===== src/design/u2u_pkg.sv =====
// Shared types and constants of the UTF-16 to UTF-8 stream transcoder.
package u2u_pkg;

    // Code point width, enough for the supplementary planes.
    localparam int unsigned CP_W = 21;

    // Top six bits of a code unit that mark the two surrogate halves.
    localparam logic [5:0] HIGH_SURR_TAG = 6'h36;
    localparam logic [5:0] LOW_SURR_TAG  = 6'h37;

    // Offset added to a joined surrogate pair.
    localparam logic [CP_W-1:0] SUPP_BASE = 21'h10000;

    // Bounds of the encoding lengths.
    localparam logic [CP_W-1:0] LIMIT_1 = 21'h80;
    localparam logic [CP_W-1:0] LIMIT_2 = 21'h800;
    localparam logic [CP_W-1:0] LIMIT_3 = 21'h10000;

    // ASCII lowercase range and case offset.
    localparam logic [CP_W-1:0] LOWER_A    = 21'h61;
    localparam logic [CP_W-1:0] LOWER_Z    = 21'h7A;
    localparam logic [CP_W-1:0] CASE_SHIFT = 21'd32;

    // Byte prefixes of UTF-8.
    localparam logic [7:0] LEAD_2 = 8'hC0;
    localparam logic [7:0] LEAD_3 = 8'hE0;
    localparam logic [7:0] LEAD_4 = 8'hF0;
    localparam logic [7:0] CONT   = 8'h80;

    // Sequence length codes: number of bytes minus one.
    localparam logic [1:0] LEN_1 = 2'd0;
    localparam logic [1:0] LEN_2 = 2'd1;
    localparam logic [1:0] LEN_3 = 2'd2;
    localparam logic [1:0] LEN_4 = 2'd3;

    // Configuration register address.
    localparam logic REG_CAPITALIZE = 1'b0;

    // One classified code point waiting to be serialized.
    typedef struct packed {
        logic [CP_W-1:0] cp;
        logic [1:0]      len;
        logic            eos;
    } t_q_entry;

endpackage


===== src/design/u2u_front.sv =====
// Front end: accepts code units, pairs surrogates and classifies the code point.
module u2u_front (
    input  logic               i_clk,
    input  logic               i_rst_n,
    input  logic               i_valid,
    input  logic [15:0]        i_unit,
    input  logic               i_capitalize,
    input  logic               i_q_ready,
    output logic               o_ready,
    output logic               o_push,
    output u2u_pkg::t_q_entry  o_entry
);

    logic       r_pend;
    logic       n_pend;
    logic [9:0] r_pend_bits;
    logic       is_high;
    logic       is_low;
    logic       joined;
    logic       hold;
    logic       accept;
    logic [u2u_pkg::CP_W-1:0] cp_pair;
    logic [u2u_pkg::CP_W-1:0] cp_raw;
    logic [u2u_pkg::CP_W-1:0] cp;

    // Classify the unit and build the code point.
    always_comb begin
        is_high = (i_unit[15:10] == u2u_pkg::HIGH_SURR_TAG);
        is_low  = (i_unit[15:10] == u2u_pkg::LOW_SURR_TAG);
        joined  = r_pend && is_low;
        hold    = !r_pend && is_high;
        cp_pair = {1'b0, r_pend_bits, i_unit[9:0]} + u2u_pkg::SUPP_BASE;
        cp_raw  = joined ? cp_pair : {5'b0, i_unit};
        cp      = cp_raw;
        if (i_capitalize && cp_raw >= u2u_pkg::LOWER_A && cp_raw <= u2u_pkg::LOWER_Z) begin
            cp = cp_raw - u2u_pkg::CASE_SHIFT;
        end
    end

    // Sequence length from the code point range.
    always_comb begin
        o_entry.cp  = cp;
        o_entry.eos = (cp_raw == '0);
        if (cp_raw < u2u_pkg::LIMIT_1) begin
            o_entry.len = u2u_pkg::LEN_1;
        end else if (cp_raw < u2u_pkg::LIMIT_2) begin
            o_entry.len = u2u_pkg::LEN_2;
        end else if (cp_raw < u2u_pkg::LIMIT_3) begin
            o_entry.len = u2u_pkg::LEN_3;
        end else begin
            o_entry.len = u2u_pkg::LEN_4;
        end
    end

    assign o_ready = i_q_ready;
    assign accept  = i_valid && i_q_ready;
    assign o_push  = accept && !hold;

    // A high surrogate met with nothing held is kept; any other unit clears it.
    always_comb begin
        n_pend = r_pend;
        if (accept) begin
            n_pend = hold;
        end
    end

    always_ff @(posedge i_clk) begin
        if (!i_rst_n) begin
            r_pend <= 1'b0;
        end else begin
            r_pend <= n_pend;
        end
    end

    always_ff @(posedge i_clk) begin
        if (accept && hold) begin
            r_pend_bits <= i_unit[9:0];
        end
    end

endmodule


===== src/design/u2u_queue.sv =====
// Two-entry queue between the front end and the byte serializer.
module u2u_queue (
    input  logic               i_clk,
    input  logic               i_rst_n,
    input  logic               i_push,
    input  u2u_pkg::t_q_entry  i_entry,
    input  logic               i_pop,
    output logic               o_ready,
    output logic               o_valid,
    output u2u_pkg::t_q_entry  o_head
);

    u2u_pkg::t_q_entry r_slot [2];
    logic       r_wptr;
    logic       r_rptr;
    logic [1:0] r_count;
    logic [1:0] n_count;

    assign o_ready = (r_count != 2'd2);
    assign o_valid = (r_count != 2'd0);
    assign o_head  = r_slot[r_rptr];

    // Occupancy follows pushes and pops.
    always_comb begin
        n_count = r_count;
        if (i_push && !i_pop) begin
            n_count = r_count + 2'd1;
        end else if (!i_push && i_pop) begin
            n_count = r_count - 2'd1;
        end
    end

    always_ff @(posedge i_clk) begin
        if (!i_rst_n) begin
            r_wptr  <= 1'b0;
            r_rptr  <= 1'b0;
            r_count <= 2'd0;
        end else begin
            r_count <= n_count;
            if (i_push) begin
                r_wptr <= !r_wptr;
            end
            if (i_pop) begin
                r_rptr <= !r_rptr;
            end
        end
    end

    always_ff @(posedge i_clk) begin
        if (i_push) begin
            r_slot[r_wptr] <= i_entry;
        end
    end

endmodule


===== src/design/u2u_back.sv =====
// Back end: turns each queued code point into UTF-8 bytes, one word per cycle unless stalled.
module u2u_back (
    input  logic               i_clk,
    input  logic               i_rst_n,
    input  logic               i_q_valid,
    input  u2u_pkg::t_q_entry  i_head,
    input  logic               i_m_tready,
    output logic               o_pop,
    output logic               o_m_tvalid,
    output logic [7:0]         o_m_tdata,
    output logic               o_m_tlast,
    output logic               o_m_tuser
);

    logic [1:0] r_idx;
    logic [1:0] n_idx;
    logic       r_valid;
    logic [7:0] r_data;
    logic       r_last;
    logic       r_eos;
    logic       load;
    logic       last;
    logic [1:0] grp;
    logic [5:0] bits6;
    logic [7:0] byte_val;

    // Output register is free when empty or being taken.
    assign load  = i_q_valid && (!r_valid || i_m_tready);
    assign last  = (r_idx == i_head.len);
    assign o_pop = load && last;

    // Select the byte at the current position of the sequence.
    always_comb begin
        grp = i_head.len - r_idx;
        case (grp)
            2'd0:    bits6 = i_head.cp[5:0];
            2'd1:    bits6 = i_head.cp[11:6];
            2'd2:    bits6 = i_head.cp[17:12];
            2'd3:    bits6 = {3'b0, i_head.cp[20:18]};
            default: bits6 = i_head.cp[5:0];
        endcase
        if (r_idx != 2'd0) begin
            byte_val = u2u_pkg::CONT | {2'b0, bits6};
        end else begin
            case (i_head.len)
                u2u_pkg::LEN_1: byte_val = {1'b0, i_head.cp[6:0]};
                u2u_pkg::LEN_2: byte_val = u2u_pkg::LEAD_2 | {3'b0, i_head.cp[10:6]};
                u2u_pkg::LEN_3: byte_val = u2u_pkg::LEAD_3 | {4'b0, i_head.cp[15:12]};
                u2u_pkg::LEN_4: byte_val = u2u_pkg::LEAD_4 | {5'b0, i_head.cp[20:18]};
                default:        byte_val = {1'b0, i_head.cp[6:0]};
            endcase
        end
    end

    // Byte position within the sequence.
    always_comb begin
        n_idx = r_idx;
        if (load) begin
            n_idx = last ? 2'd0 : r_idx + 2'd1;
        end
    end

    always_ff @(posedge i_clk) begin
        if (!i_rst_n) begin
            r_idx   <= 2'd0;
            r_valid <= 1'b0;
        end else begin
            r_idx <= n_idx;
            if (load) begin
                r_valid <= 1'b1;
            end else if (i_m_tready) begin
                r_valid <= 1'b0;
            end
        end
    end

    always_ff @(posedge i_clk) begin
        if (load) begin
            r_data <= byte_val;
            r_last <= last;
            r_eos  <= i_head.eos;
        end
    end

    assign o_m_tvalid = r_valid;
    assign o_m_tdata  = r_data;
    assign o_m_tlast  = r_last;
    assign o_m_tuser  = r_eos;

endmodule


===== src/design/utf16_to_utf8_stream.sv =====
// Top level of the UTF-16 to UTF-8 stream transcoder.
//
// Usage: code units enter on the s_ stream (one 16-bit unit per word) and the
// UTF-8 bytes leave on the m_ stream, one byte per word. m_tlast marks the last
// byte caused by one input unit, m_tuser marks the terminating zero byte.
// A high surrogate produces no bytes; the unit after it either completes the
// pair (four bytes) or drops it and is encoded alone.
// With the queue empty and the output free, an accepted unit is written into
// a queue entry, and its first byte is then registered in the output word.
// Throughput: while the receiver takes every byte, the serializer emits one
// byte per cycle, so a unit holds it for its whole UTF-8 sequence of one to
// four bytes; one-byte units stream at one per cycle. A two-entry queue lets
// the input keep flowing while the output drains a longer sequence.
// Reset (synchronous, active low) empties the queue and the output register,
// drops any held surrogate and clears capitalize.
// When the receiver stalls, the output word holds and the queue fills; s_tready
// falls once both queue entries are occupied. capitalize lies at APB address 0;
// the user writes it only while the block is idle; the block does not check.
module utf16_to_utf8_stream (
    input  logic        i_clk,
    input  logic        i_rst_n,
    // APB configuration
    input  logic        psel,
    input  logic        penable,
    input  logic        pwrite,
    input  logic        paddr,
    input  logic [31:0] pwdata,
    output logic [31:0] prdata,
    output logic        pready,
    // Input stream
    input  logic        s_tvalid,
    output logic        s_tready,
    input  logic [15:0] s_tdata,   // [15:0] code_unit
    // Output stream
    output logic        m_tvalid,
    input  logic        m_tready,
    output logic [7:0]  m_tdata,   // [7:0] out_byte
    output logic        m_tlast,   // last_of_run
    output logic        m_tuser    // [0] end_of_string
);

    logic              r_capitalize;
    logic              q_ready;
    logic              q_valid;
    logic              push;
    logic              pop;
    u2u_pkg::t_q_entry entry;
    u2u_pkg::t_q_entry head;

    // Configuration register.
    assign pready = 1'b1;
    assign prdata = (paddr == u2u_pkg::REG_CAPITALIZE) ? {31'b0, r_capitalize} : 32'b0;

    always_ff @(posedge i_clk) begin
        if (!i_rst_n) begin
            r_capitalize <= 1'b0;
        end else if (psel && penable && pwrite && pready
                     && paddr == u2u_pkg::REG_CAPITALIZE) begin
            r_capitalize <= pwdata[0];
        end
    end

    u2u_front u_front (
        .i_clk        (i_clk),
        .i_rst_n      (i_rst_n),
        .i_valid      (s_tvalid),
        .i_unit       (s_tdata),
        .i_capitalize (r_capitalize),
        .i_q_ready    (q_ready),
        .o_ready      (s_tready),
        .o_push       (push),
        .o_entry      (entry)
    );

    u2u_queue u_queue (
        .i_clk   (i_clk),
        .i_rst_n (i_rst_n),
        .i_push  (push),
        .i_entry (entry),
        .i_pop   (pop),
        .o_ready (q_ready),
        .o_valid (q_valid),
        .o_head  (head)
    );

    u2u_back u_back (
        .i_clk      (i_clk),
        .i_rst_n    (i_rst_n),
        .i_q_valid  (q_valid),
        .i_head     (head),
        .i_m_tready (m_tready),
        .o_pop      (pop),
        .o_m_tvalid (m_tvalid),
        .o_m_tdata  (m_tdata),
        .o_m_tlast  (m_tlast),
        .o_m_tuser  (m_tuser)
    );

endmodule


===== config.mk =====
export PLATFORM = sky130hd
export DESIGN_NAME = utf16_to_utf8_stream
export DESIGN_NICKNAME = d
export VERILOG_FILES = /design/src/design/u2u_pkg.sv /design/src/design/u2u_front.sv /design/src/design/u2u_queue.sv /design/src/design/u2u_back.sv /design/src/design/utf16_to_utf8_stream.sv
export SDC_FILE = /design/constraint.sdc
export NUM_CORES = 1
export LEC_CHECK = 0
export BUFFER_PORTS_ARGS = -buffer_cell sky130_fd_sc_hd__buf_2
export CORE_MARGIN = 2
export CORE_UTILIZATION = 60
export CTS_BUF_LIST = sky130_fd_sc_hd__clkbuf_4 sky130_fd_sc_hd__clkbuf_8
export DETAILED_ROUTE_END_ITERATION = 12
export PLACE_DENSITY = 0.88
export SLEW_MARGIN = 25
export SYNTH_ARGS = -nofsm -noshare
export SYNTH_HDL_FRONTEND = slang
export SYNTH_SLANG_ARGS = --single-unit
export TNS_END_PERCENT = 5

===== constraint.sdc =====
create_clock -name i_clk -period 5.2 [get_ports i_clk]
set_input_delay 0 -clock i_clk [delete_from_list [all_inputs] [get_ports i_clk]]
set_output_delay 0 -clock i_clk [all_outputs]
set_load 0.01 [all_outputs]

==> impl_metrics.yaml <==
run_status:
  status: "complete, no violations"
detailed_routing:
  routed_via_density: 5.85
  drc: 0
  routed_wl_mm: 7.93
  first_iter_violations: 248
  via_count: 2756
  first_pass_iters: 5
  wire_per_inst_um: 16.8
  ant_nets: 0
timing:
  max-slew-margin-rel_pct: 33.5
  max_freq_mhz: 292
  tightest_slew_ps: 998
  setup_tns_ps: 0
  rsz0062_at_grt: "false"
  final_max_slew_viol_count: 0
  setup_violations: 0
  fin_ws_ps: 1770
  hold_viol: 0
  period_share_pct: 65.9
  fin_crit_ps: 3430
  clock_skew_ps: 8.74
  hold_ws_ps: 27.4
floorplan:
  die_width_um: 87.2
  die_y_um: 87.2
  rows: 30
  initial_core_util_pct: 61.4
  die-area_um2: 7600
  core_area_um2: 6760
  io_pins: 101
yosys:
  yosysTopAreaCell: "edfxtp_1"
  synth_flop_cell: "edfxtp_1"
  synth-seq-cells: 78
  synth.distinct_cells: 56
  synth.cell_area_um2: 4150
  synthArstFlopShare_pct: 0
  synth-edff-count: 68
  seq_area_frac_synth_pct: 54.0
  synth_top_cell_area_share_pct: 49.2
  synth.avg_cell_area_um2: 12.5
  ys_warn_count: 0
  synthCells: 333
  synth.area.top_cells: "edfxtp_1 49%, mux2i_1 6.5%, buf_4 5.8%"
critical_path:
  cp.required_ps: 5280
  path_common_cell: "buf_4"
  cp_slowest_cell: "xnor3_1"
  crit_path_end_kind: "register"
  r2r_cells: 8
  crit_buf_inv: 2
  r2r_slack_ps: 1770
  cp.depth: 8
  endpoint: "u_back.o_m_tdata[4]"
  cp_max_fo: 26
  worstPathArrival_ps: 3510
  slowest_delay_ps: 880
  r2r_end: "u_back.o_m_tdata[4]"
  path_class: "register to register"
  critical-path-top-delay-family: "XOR/XNOR gates"
  crit_chain: "buf_4 -> mux2i_1 -> buf_4 -> ha_1 -> xnor3_1 -> mux4_2 -> a211oi_1 -> a21oi_1"
  cp-start-kind: "register"
global_route:
  grt_pass1_vias: 2462
  grt_pass1_wl_mm: 12.4
  antenna_found_initial: 0
  gr-total-overflow: 0
  grt_max_degree: 27
  grt_use_total_pct: 22.0
layout:
  mostFrequentLayoutCells: "68 x edfxtp_1, 37 x buf_2, 32 x conb_1"
  layout-drive-gt1-share_pct: 20.7
  layout_commonest_cell: "edfxtp_1"
  nNetsFinal: 448
  diodes: 0
  num-fill-cells: 492
  area_growth_pct: 10.9
clock_network:
  clkTransAtPathRegs_ps: 80
  insertion_delay_ps: 350
  root_buffer: "clkbuf_8"
  cts-buffers-inserted: 9
  cts_tree: "done"
  cts_buffer_depth: 2
  cts_htree_levels: 3
  cts_sinks: 78
  cts_hold_buf: 13
  cts_setup_buffers: 0
  cts_resized: 0
placement:
  dp_hpwl_mm: 5.56
  placement.io_buffers: 37
  gp_congestion: 0.914
  pre_cts_ws_ps: 1840
worst_hold_path:
  worst_hold_path_type: "input pin to register"
power_and_ir_drop:
  power.leakage_nw: 1.76
  power_density_nw_per_um2: 407
  ir_drop_uv: 174
run:
  maxCapViolCount: 0
## layout make-up
class                           count  area [um2]  share of cell area [%]
Multi-Input combinational cell    236        1710                    37.0
Sequential cell                    78        2240                    48.7
Clock inverter                      7        65.1                    1.41
Inverter                            8        30.0                   0.652
Tap cell                           80         100                    2.17
Timing Repair Buffer               53         338                    7.34
Clock buffer                        9         124                    2.69
## logic make-up after synthesis
logic type	share of synthesized area, %
and+or+nand+nor	14.5
other	0.181
AOI/OAI and AO/OA	8.83
adders and majority gates	1.81
xor gates and xnor gates	2.02
buffers and inverters	7.75
muxes	10.9
DFF	54.0
## power by group
part           switching (mW)  internal, mW
sequential             0.0442         0.814
combinational           0.334         0.245
clock                   0.218         0.217
total                   0.596          1.28
## metal layers
layer	wire [um]	share of wire [%]	vias to the layer above	track usage (%)
met5	0	0	-	0
met4	125	1.6	0	8.39
met3	546	6.9	14	4.17
met2	3920	49	152	35.9
met1	3330	42	1301	29.4
li1	-	-	1289	-
## metrics by stage
stage	total power, mW	utilization (%)	std cells	cell area (um2)
after floorplan	1.32	-	363	4260
final	1.87	68.1	471	4600
after global placement	1.42	63.4	442	4280
after global routing	1.97	68.1	471	4600
after detailed placement	1.44	63.4	442	4280
after CTS	1.88	68.1	471	4600
## cells in the mapped netlist (all sizes together), types with 2 or more instances
master	number
edfxtp	68
buf	36
mux2i	28
nand2	21
a21oi	13
nand3	13
nor2	11
nor2b	11
a211oi	10
dfxtp	10
o21ai	10
nand2b	9
and2	8
inv	8
nor3	8
ha	6
clkbuf	5
mux4	5
nor4	5
or2	5
mux2	4
xnor2	4
a22oi	3
nand3b	3
xor2	3
a21boi	2
conb	2
nand4b	2
nor3b	2
o31ai	2
o41ai	2
## state kept, by name, summed over array words and instances, names as in the netlist, named ones only
register	count
u_queue.r_count	2
u_back.r_idx	2
u_queue.r_rptr	1
u_queue.r_slot	48
u_back.o_m_tuser	1
u_back.o_m_tdata	8
u_front.r_pend_bits	10
u_front.r_pend	1
r_capitalize	1
u_back.o_m_tvalid	1
u_queue.r_wptr	1
u_back.o_m_tlast	1
## tightest hold or removal path, delay by kind of cell
kind                   cells  cell delay, ps
and+or+nand+nor            1             130
AOI/OAI and AO/OA          1             120
buffers and inverters      1             100
## worst min path at each step
stage	start	endpoint	slack [ps]	cells past startpoint
2_1_floorplan	paddr	prdata[0]	50	1
3_3_place_gp	s_tdata[9]	u_front.r_pend_bits[9]	230	1
3_5_place_dp	s_tdata[9]	u_front.r_pend_bits[9]	230	1
4_1_cts	m_tready	u_back.o_m_tvalid	9	3
5_1_grt	m_tready	u_back.o_m_tvalid	20	3
6_report	m_tready	u_back.o_m_tvalid	30	3
No activity file was read; power rests on OpenSTA's default activity.
